### src/rtl/core/mlfr_pkg.sv
// ----------------------------------------------------------------------------
// mlfr_pkg
// Shared types and constants of the magic/length frame receiver.
// ----------------------------------------------------------------------------
`default_nettype none

package mlfr_pkg;

    localparam logic [7:0]  MAGIC_FIRST      = 8'hAA;
    localparam logic [7:0]  MAGIC_SECOND     = 8'hBB;
    localparam logic [31:0] MAX_LENGTH_RESET = 32'd36864;

    // Event codes carried in event_res.
    localparam logic [1:0] EV_DATA   = 2'd0;
    localparam logic [1:0] EV_HEADER = 2'd1;
    localparam logic [1:0] EV_ERROR  = 2'd2;

    // Number of results the queue between front and back can hold.
    localparam int unsigned QUEUE_DEPTH = 2;
    localparam int unsigned QUEUE_AW    = $clog2(QUEUE_DEPTH);
    localparam int unsigned QUEUE_CW    = $clog2(QUEUE_DEPTH + 1);

    typedef enum logic [7:0] {
        PH_HUNT   = 8'b0000_0001,
        PH_MAGIC2 = 8'b0000_0010,
        PH_TYPE   = 8'b0000_0100,
        PH_LEN0   = 8'b0000_1000,
        PH_LEN1   = 8'b0001_0000,
        PH_LEN2   = 8'b0010_0000,
        PH_LEN3   = 8'b0100_0000,
        PH_DATA   = 8'b1000_0000
    } t_phase;

    typedef struct packed {
        logic [1:0]  event_res;
        logic [7:0]  frame_type;
        logic [31:0] frame_length;
        logic [7:0]  data_byte;
        logic        last;
    } t_result;

    // Status that the queue reports to the front and back parts.
    typedef struct packed {
        logic full;
        logic not_empty;
    } t_queue_status;

endpackage : mlfr_pkg

`default_nettype wire

### src/rtl/core/magic_length_frame_receiver_unit.sv
// ----------------------------------------------------------------------------
// magic_length_frame_receiver_unit
// Deframer for 0xAA 0xBB framed, length-prefixed byte streams.
// ----------------------------------------------------------------------------
//  Channel | Direction | Handshake           | Payload
//  --------+-----------+---------------------+-----------------------------------
//  input   | in        | i_valid / o_stall   | i_rx_byte
//  output  | out       | o_valid / i_stall   | o_event_res, o_frame_type,
//          |           |                     | o_frame_length, o_data_byte, o_last
//  config  | in        | i_cfg_valid / o_cfg_ready | i_cfg_data (max_length)
//
//  One byte is taken every cycle unless the queue is full; the phase update and
//  length compare in the front part set that figure. A result passes through the
//  queue and the output register to o_valid. Reset is synchronous and needs no
//  clearing pass. o_stall rises only when the two-entry result queue is full, so
//  a stall on the output side reaches the input side after the queue has filled.
// ----------------------------------------------------------------------------
`default_nettype none

module magic_length_frame_receiver_unit (
    input  wire logic        i_clk,
    input  wire logic        i_rst_n,
    input  wire logic        i_valid,
    input  wire logic [7:0]  i_rx_byte,
    output logic             o_stall,
    input  wire logic        i_cfg_valid,
    input  wire logic [31:0] i_cfg_data,
    output logic             o_cfg_ready,
    output logic             o_valid,
    input  wire logic        i_stall,
    output logic [1:0]       o_event_res,
    output logic [7:0]       o_frame_type,
    output logic [31:0]      o_frame_length,
    output logic [7:0]       o_data_byte,
    output logic             o_last
);

    mlfr_pkg::t_queue_status q_status;
    mlfr_pkg::t_result       front_result;
    mlfr_pkg::t_result       q_data;
    mlfr_pkg::t_result       out_result;
    logic                    push;
    logic                    pop;

    mlfr_front u_front (
        .i_clk       (i_clk),
        .i_rst_n     (i_rst_n),
        .i_valid     (i_valid),
        .i_rx_byte   (i_rx_byte),
        .o_stall     (o_stall),
        .i_cfg_valid (i_cfg_valid),
        .i_cfg_data  (i_cfg_data),
        .o_cfg_ready (o_cfg_ready),
        .i_q_status  (q_status),
        .o_push      (push),
        .o_result    (front_result)
    );

    mlfr_queue u_queue (
        .i_clk    (i_clk),
        .i_rst_n  (i_rst_n),
        .i_push   (push),
        .i_data   (front_result),
        .i_pop    (pop),
        .o_data   (q_data),
        .o_status (q_status)
    );

    mlfr_back u_back (
        .i_clk      (i_clk),
        .i_rst_n    (i_rst_n),
        .i_q_status (q_status),
        .i_q_data   (q_data),
        .o_pop      (pop),
        .i_stall    (i_stall),
        .o_valid    (o_valid),
        .o_result   (out_result)
    );

    assign o_event_res    = out_result.event_res;
    assign o_frame_type   = out_result.frame_type;
    assign o_frame_length = out_result.frame_length;
    assign o_data_byte    = out_result.data_byte;
    assign o_last         = out_result.last;

endmodule : magic_length_frame_receiver_unit

`default_nettype wire

### src/rtl/core/mlfr_front.sv
// ----------------------------------------------------------------------------
// mlfr_front
// Takes received bytes, tracks the frame phase and builds result items.
// ----------------------------------------------------------------------------
`default_nettype none

module mlfr_front (
    input  wire logic                     i_clk,
    input  wire logic                     i_rst_n,
    input  wire logic                     i_valid,
    input  wire logic [7:0]               i_rx_byte,
    output logic                          o_stall,
    input  wire logic                     i_cfg_valid,
    input  wire logic [31:0]              i_cfg_data,
    output logic                          o_cfg_ready,
    input  wire mlfr_pkg::t_queue_status  i_q_status,
    output logic                          o_push,
    output mlfr_pkg::t_result             o_result
);

    mlfr_pkg::t_phase r_phase, n_phase;
    logic [7:0]       r_type, n_type;
    logic [31:0]      r_len, n_len;
    logic [31:0]      r_left, n_left;
    logic [31:0]      r_max_length;
    logic             accept;
    logic             emit;
    logic [31:0]      len_shift;
    logic [31:0]      left_dec;

    assign o_stall     = i_q_status.full;
    assign o_cfg_ready = 1'b1;
    assign accept      = i_valid && !i_q_status.full;
    assign o_push      = accept && emit;

    assign len_shift = {r_len[23:0], i_rx_byte};
    assign left_dec  = (r_left != 32'd0) ? (r_left - 32'd1) : 32'd0;

    always_comb begin
        n_phase  = r_phase;
        n_type   = r_type;
        n_len    = r_len;
        n_left   = r_left;
        emit     = 1'b0;
        o_result = '0;
        o_result.frame_type   = r_type;
        o_result.frame_length = r_len;
        unique case (r_phase)
            mlfr_pkg::PH_HUNT: begin
                if (i_rx_byte == mlfr_pkg::MAGIC_FIRST) begin
                    n_phase = mlfr_pkg::PH_MAGIC2;
                end
            end
            mlfr_pkg::PH_MAGIC2: begin
                n_phase = (i_rx_byte == mlfr_pkg::MAGIC_SECOND) ?
                          mlfr_pkg::PH_TYPE : mlfr_pkg::PH_HUNT;
            end
            mlfr_pkg::PH_TYPE: begin
                n_type  = i_rx_byte;
                n_len   = 32'd0;
                n_phase = mlfr_pkg::PH_LEN0;
            end
            mlfr_pkg::PH_LEN0: begin
                n_len   = len_shift;
                n_phase = mlfr_pkg::PH_LEN1;
            end
            mlfr_pkg::PH_LEN1: begin
                n_len   = len_shift;
                n_phase = mlfr_pkg::PH_LEN2;
            end
            mlfr_pkg::PH_LEN2: begin
                n_len   = len_shift;
                n_phase = mlfr_pkg::PH_LEN3;
            end
            mlfr_pkg::PH_LEN3: begin
                n_len                 = len_shift;
                emit                  = 1'b1;
                o_result.frame_length = len_shift;
                if (len_shift > r_max_length) begin
                    o_result.event_res = mlfr_pkg::EV_ERROR;
                    n_phase            = mlfr_pkg::PH_HUNT;
                end else if (len_shift == 32'd0) begin
                    o_result.event_res = mlfr_pkg::EV_HEADER;
                    o_result.last      = 1'b1;
                    n_phase            = mlfr_pkg::PH_HUNT;
                end else begin
                    o_result.event_res = mlfr_pkg::EV_HEADER;
                    n_left             = len_shift;
                    n_phase            = mlfr_pkg::PH_DATA;
                end
            end
            mlfr_pkg::PH_DATA: begin
                emit               = 1'b1;
                n_left             = left_dec;
                o_result.event_res = mlfr_pkg::EV_DATA;
                o_result.data_byte = i_rx_byte;
                o_result.last      = (left_dec == 32'd0);
                if (left_dec == 32'd0) begin
                    n_phase = mlfr_pkg::PH_HUNT;
                end
            end
            default: begin
                n_phase = mlfr_pkg::PH_HUNT;
            end
        endcase
    end

    always_ff @(posedge i_clk) begin
        if (!i_rst_n) begin
            r_phase      <= mlfr_pkg::PH_HUNT;
            r_type       <= 8'd0;
            r_len        <= 32'd0;
            r_left       <= 32'd0;
            r_max_length <= mlfr_pkg::MAX_LENGTH_RESET;
        end else begin
            if (accept) begin
                r_phase <= n_phase;
                r_type  <= n_type;
                r_len   <= n_len;
                r_left  <= n_left;
            end
            if (i_cfg_valid) begin
                r_max_length <= i_cfg_data;
            end
        end
    end

endmodule : mlfr_front

`default_nettype wire

### src/rtl/core/mlfr_queue.sv
// ----------------------------------------------------------------------------
// mlfr_queue
// Short result queue that lets the front and back parts stall on their own.
// ----------------------------------------------------------------------------
`default_nettype none

module mlfr_queue (
    input  wire logic                    i_clk,
    input  wire logic                    i_rst_n,
    input  wire logic                    i_push,
    input  wire mlfr_pkg::t_result       i_data,
    input  wire logic                    i_pop,
    output mlfr_pkg::t_result            o_data,
    output mlfr_pkg::t_queue_status      o_status
);

    localparam int unsigned AW = mlfr_pkg::QUEUE_AW;
    localparam int unsigned CW = mlfr_pkg::QUEUE_CW;

    mlfr_pkg::t_result r_mem [mlfr_pkg::QUEUE_DEPTH];
    logic [AW-1:0]     r_wr_ptr, n_wr_ptr;
    logic [AW-1:0]     r_rd_ptr, n_rd_ptr;
    logic [CW-1:0]     r_count, n_count;
    logic              do_push;
    logic              do_pop;

    assign o_status.full      = (r_count == CW'(mlfr_pkg::QUEUE_DEPTH));
    assign o_status.not_empty = (r_count != '0);
    assign o_data             = r_mem[r_rd_ptr];

    assign do_push = i_push && !o_status.full;
    assign do_pop  = i_pop && o_status.not_empty;

    always_comb begin
        n_wr_ptr = r_wr_ptr;
        n_rd_ptr = r_rd_ptr;
        n_count  = r_count;
        if (do_push) begin
            n_wr_ptr = (r_wr_ptr == AW'(mlfr_pkg::QUEUE_DEPTH - 1)) ? '0 : r_wr_ptr + 1'b1;
        end
        if (do_pop) begin
            n_rd_ptr = (r_rd_ptr == AW'(mlfr_pkg::QUEUE_DEPTH - 1)) ? '0 : r_rd_ptr + 1'b1;
        end
        if (do_push && !do_pop) begin
            n_count = r_count + 1'b1;
        end else if (do_pop && !do_push) begin
            n_count = r_count - 1'b1;
        end
    end

    always_ff @(posedge i_clk) begin
        if (!i_rst_n) begin
            r_wr_ptr <= '0;
            r_rd_ptr <= '0;
            r_count  <= '0;
        end else begin
            r_wr_ptr <= n_wr_ptr;
            r_rd_ptr <= n_rd_ptr;
            r_count  <= n_count;
        end
    end

    always_ff @(posedge i_clk) begin
        if (do_push) begin
            r_mem[r_wr_ptr] <= i_data;
        end
    end

endmodule : mlfr_queue

`default_nettype wire

### src/rtl/core/mlfr_back.sv
// ----------------------------------------------------------------------------
// mlfr_back
// Output register stage that presents results and holds them while stalled.
// ----------------------------------------------------------------------------
`default_nettype none

module mlfr_back (
    input  wire logic                    i_clk,
    input  wire logic                    i_rst_n,
    input  wire mlfr_pkg::t_queue_status i_q_status,
    input  wire mlfr_pkg::t_result       i_q_data,
    output logic                         o_pop,
    input  wire logic                    i_stall,
    output logic                         o_valid,
    output mlfr_pkg::t_result            o_result
);

    logic              r_valid;
    mlfr_pkg::t_result r_result;

    // A queued result loads if the register is empty or its transfer ends now.
    assign o_pop    = i_q_status.not_empty && (!r_valid || !i_stall);
    assign o_valid  = r_valid;
    assign o_result = r_result;

    always_ff @(posedge i_clk) begin
        if (!i_rst_n) begin
            r_valid <= 1'b0;
        end else if (!r_valid || !i_stall) begin
            r_valid <= i_q_status.not_empty;
        end
    end

    always_ff @(posedge i_clk) begin
        if (o_pop) begin
            r_result <= i_q_data;
        end
    end

endmodule : mlfr_back

`default_nettype wire

### config.mk
export PLATFORM = sky130hd
export DESIGN_NAME = magic_length_frame_receiver_unit
export DESIGN_NICKNAME = d
export VERILOG_FILES = /design/src/rtl/core/mlfr_pkg.sv /design/src/rtl/core/magic_length_frame_receiver_unit.sv /design/src/rtl/core/mlfr_front.sv /design/src/rtl/core/mlfr_queue.sv /design/src/rtl/core/mlfr_back.sv
export SDC_FILE = /design/constraint.sdc
export NUM_CORES = 1
export LEC_CHECK = 0
export BUFFER_PORTS_ARGS = -buffer_cell sky130_fd_sc_hd__buf_4
export CAP_MARGIN = 30
export CORE_UTILIZATION = 28
export DETAILED_ROUTE_END_ITERATION = 10
export PLACE_DENSITY = 0.46
export SLEW_MARGIN = 20
export SYNTH_ARGS = -nofsm -noshare
export SYNTH_HDL_FRONTEND = slang
export SYNTH_SLANG_ARGS = --single-unit
### constraint.sdc
create_clock -name i_clk -period 5.27 [get_ports i_clk]
set_input_delay 1.3175 -clock i_clk [delete_from_list [all_inputs] [get_ports i_clk]]
set_output_delay 1.3175 -clock i_clk [all_outputs]
set_load 0.1 [all_outputs]
==> impl_metrics.tcl, run 1 <==
set metrics [dict create \
    cp.arrival_ps 3900 \
    grt.total_usage 0.162 \
    route.detailed.drc 0 \
    worst-slew-pin-transition_ps 1010 \
    ctsRootBufferMaster "sky130_fd_sc_hd__clkbuf_16" \
    dp_hpwl_um 23900 \
    first_global_vias 8692 \
    place.gp.congestion 0.844 \
    cts.sink_count 270 \
    drv_cap 0 \
    global_route_wire_length_before_repair_um 54800 \
    antenna_violations_before_repair 0 \
    period_share 0.702 \
    fmax_mhz 270 \
    area.growth.synth_to_final_pct 18.5 \
    tritoncts_buffer_count 30 \
    crit_type "reg2reg" \
    synth_edf_count 153 \
    setup.worst_path.end "u_queue.r_mem[1][7]" \
    synth_top_family_by_area "simple AND/OR/NAND/NOR gates" \
    initial_cell_density_of_the_core 0.284 \
    ant_nets 0 \
    numPortBuffers 97 \
    synth_sequential_area_ratio 0.566 \
    max_slew_margin 0.325 \
    synth.avg_cell_area_um2 10.8 \
    fp-row-count 76 \
    slowest_stage "sky130_fd_sc_hd__buf_4" \
    yosys.cell_types.count 71 \
    fp.dieArea_um2 44600 \
    post_synth_xor_area_fraction 0.0164 \
    crit_top_cell "sky130_fd_sc_hd__buf_4" \
    io_pins 99 \
    drt-total-wl_um 36200 \
    synth_simple_gate_area_frac 0.158 \
    globalRoute.totalOverflow 0 \
    drt_iter0_markers 758 \
    highest_count_cells_in_the_layout_ignoring_fill_and_taps "153 x sky130_fd_sc_hd__edfxtp_1, 148 x sky130_fd_sc_hd__nand2_1, 116 x sky130_fd_sc_hd__dfxtp_1, 115 x sky130_fd_sc_hd__buf_4, 111 x sky130_fd_sc_hd__nor2_1" \
    vias 9043 \
    antenna_cells 0 \
    syn-instance-count 1137 \
    firstDrtPassIters 5 \
    route.detailed.vias_per_inst 4.96 \
    cts_buffer_depth 3 \
    unrepaired_setup_endpoints_after_global_routing "false" \
    power.density_cell_area_nw_per_um2 300 \
    synth.net_count 1216 \
    maxSlewViolCount 0 \
    post_cts.resized_instances 0 \
    path_cells "or3_1 -> nor2_1 -> nand3_1 -> a21o_1 -> clkinv_1 -> buf_4 -> and2_2 -> buf_4" \
    finalHoldWorstSlack_ps 461 \
    post_synthesis_adder_cell_area_fraction 0.0347 \
    critical_path.reg2reg.endpoint "u_queue.r_mem[1][7]" \
    hold_bufs_at_cts 0 \
    finalSetupViolations 0 \
    floorplan.core_area_um2 43200 \
    proportion_of_synthesized_area_in_mux_cells 0.0860 \
    dominantRegCellSynth "sky130_fd_sc_hd__edfxtp_1" \
    maximum_number_of_pins_on_one_net_before_global_route_repair 54 \
    synth_top_area_share 0.375 \
    critical_path.reg2reg.startpoint "u_front.r_phase[7]" \
    leading_cell_types_by_total_area_after_synthesis "sky130_fd_sc_hd__edfxtp_1 37%, sky130_fd_sc_hd__dfxtp_1 19%, sky130_fd_sc_hd__mux2_2 4.7%, sky130_fd_sc_hd__nand2_1 4.5%, sky130_fd_sc_hd__mux2i_1 3.9%" \
    r2r_cells 8 \
    path_depth 8 \
    clock_latency_ps 590 \
    layout.cells.most_common "sky130_fd_sc_hd__edfxtp_1" \
    rrSetupSlack_ps 1570 \
    synth_area_in_compound_gates 0.104 \
    routedWlPerCell_um 19.8 \
    required_ps 5470 \
    leakagePower_nw 5.60 \
    synth_top_area_cell "sky130_fd_sc_hd__edfxtp_1" \
    final_net_count 1294 \
    synthArstFlopShare 0 \
    timing.final.hold_violations 0 \
    max_stage_delay_ps 570 \
    min-delay-path-class "reg2reg" \
    cts_post_setup_buffers_inserted 0 \
    crit_path_max_fanout 51 \
    cp.buffers_inverters 3 \
    worst_path_dominant_cell_family "simple AND/OR/NAND/NOR gates" \
    cts_tree "yes" \
    cts.reportedPaths.clkPinSlew_ps 60 \
    startpoint_kind_of_the_worst_setup_timing_path "flop" \
    worst_setup_path_startpoint "u_front.r_phase[7]" \
    totalNegativeSetupSlack_ps 0 \
    yosysWarnings 0 \
    mappedNetlistArea_um2 12300 \
    post_route_cells_drive_above_1_share 0.185 \
    die_height_um 211 \
    clock_skew_ps 24.7 \
    vdd_ir_drop_max_v 0.000219 \
    setup.worst_path.end_class "flop" \
    fin_crit_ps 3700 \
    cts_max_level 1 \
    status "finished clean" \
    floorplan.die.width_um 211 \
    postSynthRegisterBits 270 \
]
layout make-up:
| cell class | count | area [µm²] |
|---|---|---|
| flip-flops and latches | 270 | 6940 |
| clock inverters | 15 | 125 |
| fillers | 4425 | 28600 |
| multi-input cells | 757 | 4930 |
| clock buffers | 41 | 792 |
| well taps | 585 | 732 |
| repair buffers | 115 | 863 |
| inverters | 41 | 155 |
worst register-to-register path, delay by kind of cell (launching register included):
kind	cells	cell delay (ps)
buf+inv	3	1070
flops	1	340
simple gates	4	1360
compound gates	1	490
registers in the layout (all words and copies together) (netlist names):
signal / flops
u_front.r_max_length: 32
u_front.r_phase: 8
u_queue.r_wr_ptr: 1
u_back.o_valid: 1
u_queue.r_count: 2
u_queue.r_mem: 102
u_queue.r_rd_ptr: 1
u_front.r_len: 32
u_front.r_type: 8
u_back.o_result: 51
u_front.r_left: 32
power breakdown:
part | switching [mW] | total [mW] | internal, mW
Clock | 0.870 | 1.97 | 1.10
Combinational | 0.0944 | 0.159 | 0.0643
Sequential | 0.0107 | 2.23 | 2.22
Total | 0.975 | 4.36 | 3.39
cells by family after synthesis:
| group | after synthesis |
|---|---|
| flip-flops | 270 |
| adder cells (fa/ha/maj) | 34 |
| buffers and inverters | 110 |
| multiplexers | 99 |
| AO/OA/AOI/OAI | 193 |
| other | 1 |
| XOR/XNOR | 23 |
| AND/OR/NAND/NOR | 407 |
layer usage:
layer	track usage	share of wire	vias to the layer above
met2	0.241	0.43	285
li1	-	-	4304
met4	0.0422	0.024	0
met5	0	0	-
met1	0.238	0.48	4402
met3	0.0303	0.065	52
cells in the mapped netlist, drive strengths merged, types with 5 or more instances:
master	instances
edfxtp	153
o21ai	34
ha	34
inv	40
a21o	7
o31ai	8
or4	11
nand2	148
a22oi	35
a211oi	15
o22ai	5
nand4	16
nor3	34
dfxtp	117
nor2	112
and2	9
nor4	24
clkbuf	58
mux2	51
buf	11
a2111oi	5
mux2i	48
xnor2	11
xor2	12
a21oi	55
nand3	21
worst min-delay path by stage:
stage                            from              endpoint  slack [ps]  cells after the start
finish              u_front.r_type[4]  u_queue.r_mem[1][45]         460                      0
global route        u_front.r_type[5]  u_queue.r_mem[0][46]         470                      0
CTS                 u_front.r_type[4]  u_queue.r_mem[1][45]         460                      0
detailed placement  u_front.r_type[4]  u_queue.r_mem[1][45]         440                      0
global placement    u_front.r_type[4]  u_queue.r_mem[0][45]         440                      0
floorplan           u_front.r_type[0]  u_queue.r_mem[0][41]         420                      0
per-stage QoR:
step           worst slack, ps  cell area, µm²   util  std cells  total power [mW]
6_report                  1570           14500  0.337       1824              4.36
5_1_grt                   1340           14500  0.337       1824              4.51
3_3_place_gp              1170           13600  0.315       1767              2.43
2_1_floorplan              874           12300      -       1137              2.37
4_1_cts                   1560           14500  0.337       1823              4.42
3_5_place_dp              1070           13600  0.315       1767              2.43
(Power assumes the default switching activity.)
==> inputs of run 2 (changes only) <==
- clock period: 5.27 -> 3.7 ns (I/O delays scaled with it)
==> impl_metrics.tcl, run 2 (synthesis gave the netlist of run 1 again) <==
set metrics [dict create \
    comb_power_share 0.035 \
    final_net_count 1327 \
    cts.sink_count 270 \
    unrepaired_setup_endpoints_after_global_routing "false" \
    largest_reg_flops 102 \
    post_cts.resized_instances 0 \
    final.fill_count 4414 \
    fmax_mhz 316 \
    internal_power_mw 5.07 \
    cp.arrival_ps 3640 \
    routedWlPerCell_um 19.9 \
    hold_bufs_at_cts 0 \
    dp_hpwl_um 25000 \
    timing.final.hold_violations 0 \
    slowest_stage "sky130_fd_sc_hd__or4_1" \
    leakagePower_nw 5.82 \
    total_power_mw 6.46 \
    firstDrtPassIters 5 \
    drv_cap 0 \
    vdd_ir_drop_max_v 0.000355 \
    registers.top_by_ff_count "u_queue.r_mem" \
    total_switching_power_mw 1.39 \
    floorplan.die.width_um 211 \
    cts_max_level 1 \
    crit_type "reg2reg" \
    drt_iter0_markers 720 \
    vias 9215 \
    layout.cells.most_common "sky130_fd_sc_hd__edfxtp_1" \
    ant_nets 0 \
    p_sw_frac 0.215 \
    max_slew_margin 0.433 \
    cts_post_setup_buffers_inserted 0 \
    io_pins 99 \
    max_stage_delay_ps 690 \
    power.share.sequential 0.492 \
    path_cells "or4_1 -> nor3_1 -> nand4b_1 -> xor2_1 -> nand4_1 -> nor4_4 -> o21ai_4 -> a31o_1" \
    crit_path_max_fanout 9 \
    global_route_wire_length_before_repair_um 56200 \
    totalNegativeSetupSlack_ps 0 \
    fp.dieArea_um2 44600 \
    antenna_cells 0 \
    worst-slew-pin-transition_ps 850 \
    power.clock.fraction 0.474 \
    highest_count_cells_in_the_layout_ignoring_fill_and_taps "153 x sky130_fd_sc_hd__edfxtp_1, 148 x sky130_fd_sc_hd__nand2_1, 144 x sky130_fd_sc_hd__buf_4, 116 x sky130_fd_sc_hd__dfxtp_1, 111 x sky130_fd_sc_hd__nor2_1" \
    drt-total-wl_um 36900 \
    initial_cell_density_of_the_core 0.284 \
    clock_skew_ps 13.2 \
    finalSetupViolations 0 \
    maxSlewViolCount 0 \
    die_height_um 211 \
    min-delay-path-class "reg2reg" \
    globalRoute.totalOverflow 0 \
    place.gp.congestion 0.869 \
    required_ps 4180 \
    ctsRootBufferMaster "sky130_fd_sc_hd__clkbuf_16" \
    finalHoldWorstSlack_ps 458 \
    final_design_area_no_fill_um2 14900 \
    setup.worst_path.end_class "flop" \
    grt.total_usage 0.167 \
    tritoncts_buffer_count 30 \
    period_share 0.855 \
    fin_crit_ps 3160 \
    route.detailed.drc 0 \
    post_route_cells_drive_above_1_share 0.211 \
    floorplan.core_area_um2 43200 \
    first_global_vias 8952 \
    fp-row-count 76 \
    route.detailed.vias_per_inst 4.96 \
    cts_tree "yes" \
    placement.cell_area_um2 13900 \
    antenna_violations_before_repair 0 \
    clock_latency_ps 580 \
    cts_buffer_depth 3 \
    cts.reportedPaths.clkPinSlew_ps 60 \
    power.density_cell_area_nw_per_um2 433 \
    area.growth.synth_to_final_pct 21.6 \
    numPortBuffers 97 \
    status "finished clean" \
    startpoint_kind_of_the_worst_setup_timing_path "flop" \
    maximum_number_of_pins_on_one_net_before_global_route_repair 57 \
]
[run 2: changes by cell type in the layout (fill, tap and decap cells not counted), moves of 3 or more]
cell | previous run | this run
sky130_fd_sc_hd__clkbuf_1 | 11 | 6
sky130_fd_sc_hd__clkinvlp_4 | 3 | 0
sky130_fd_sc_hd__buf_4 | 115 | 144
sky130_fd_sc_hd__clkbuf_8 | 0 | 9
sky130_fd_sc_hd__buf_12 | 0 | 3
sky130_fd_sc_hd__clkinv_1 | 7 | 2
[run 2: final timing paths]
path	start	endpoint	slack (ps)	cells after the start
worst max-delay path	u_front.r_left[4]	u_front.r_phase[3]	540	8
worst min-delay path	u_front.r_type[3]	u_queue.r_mem[0][44]	460	0
worst max register to register	u_front.r_left[4]	u_front.r_phase[3]	540	8
worst min register to register	u_front.r_type[3]	u_queue.r_mem[0][44]	460	0
[run 2: stage by stage]
stage	setup WS, ps	utilization	instances
floorplan	146	-	1137
global placement	522	0.321	1800
detailed placement	464	0.322	1801
CTS	524	0.345	1857
global route	302	0.345	1857
finish	536	0.345	1857
[run 2: per-layer routing]
metal	global-route usage	vias up	wire (µm)
met2	0.248	306	15700
met4	0.0452	0	872
met1	0.246	4498	17600
met5	0	-	0
met3	0.0300	50	2670
li1	-	4361	-
[run 2: cell type report]
cell class,instances,area [µm²],area share
Inverter,41,155,0.0104
Multi-Input combinational cell,757,4910,0.329
Tap cell,585,732,0.0491
Clock buffer,45,897,0.0601
Timing Repair Buffer,148,1150,0.0768
Sequential cell,270,6940,0.465
Clock inverter,11,135,0.00906
[run 2: power by group through the flow]
stage	Clock, mW	Sequential, mW	Combinational, mW
after floorplan	0	3.24	0.135
after global placement	0	3.24	0.219
after detailed placement	0	3.24	0.224
after CTS	3.15	3.17	0.225
after global routing	3.27	3.18	0.249
final	3.06	3.18	0.223
[run 2: worst max-delay path: cells and delay by family, from the launching register on]
kind / cells / cell delay, ps
AO/OA/AOI/OAI: 2 / 440
AND/OR/NAND/NOR: 5 / 1950
XOR/XNOR: 1 / 270
flip-flops: 1 / 390
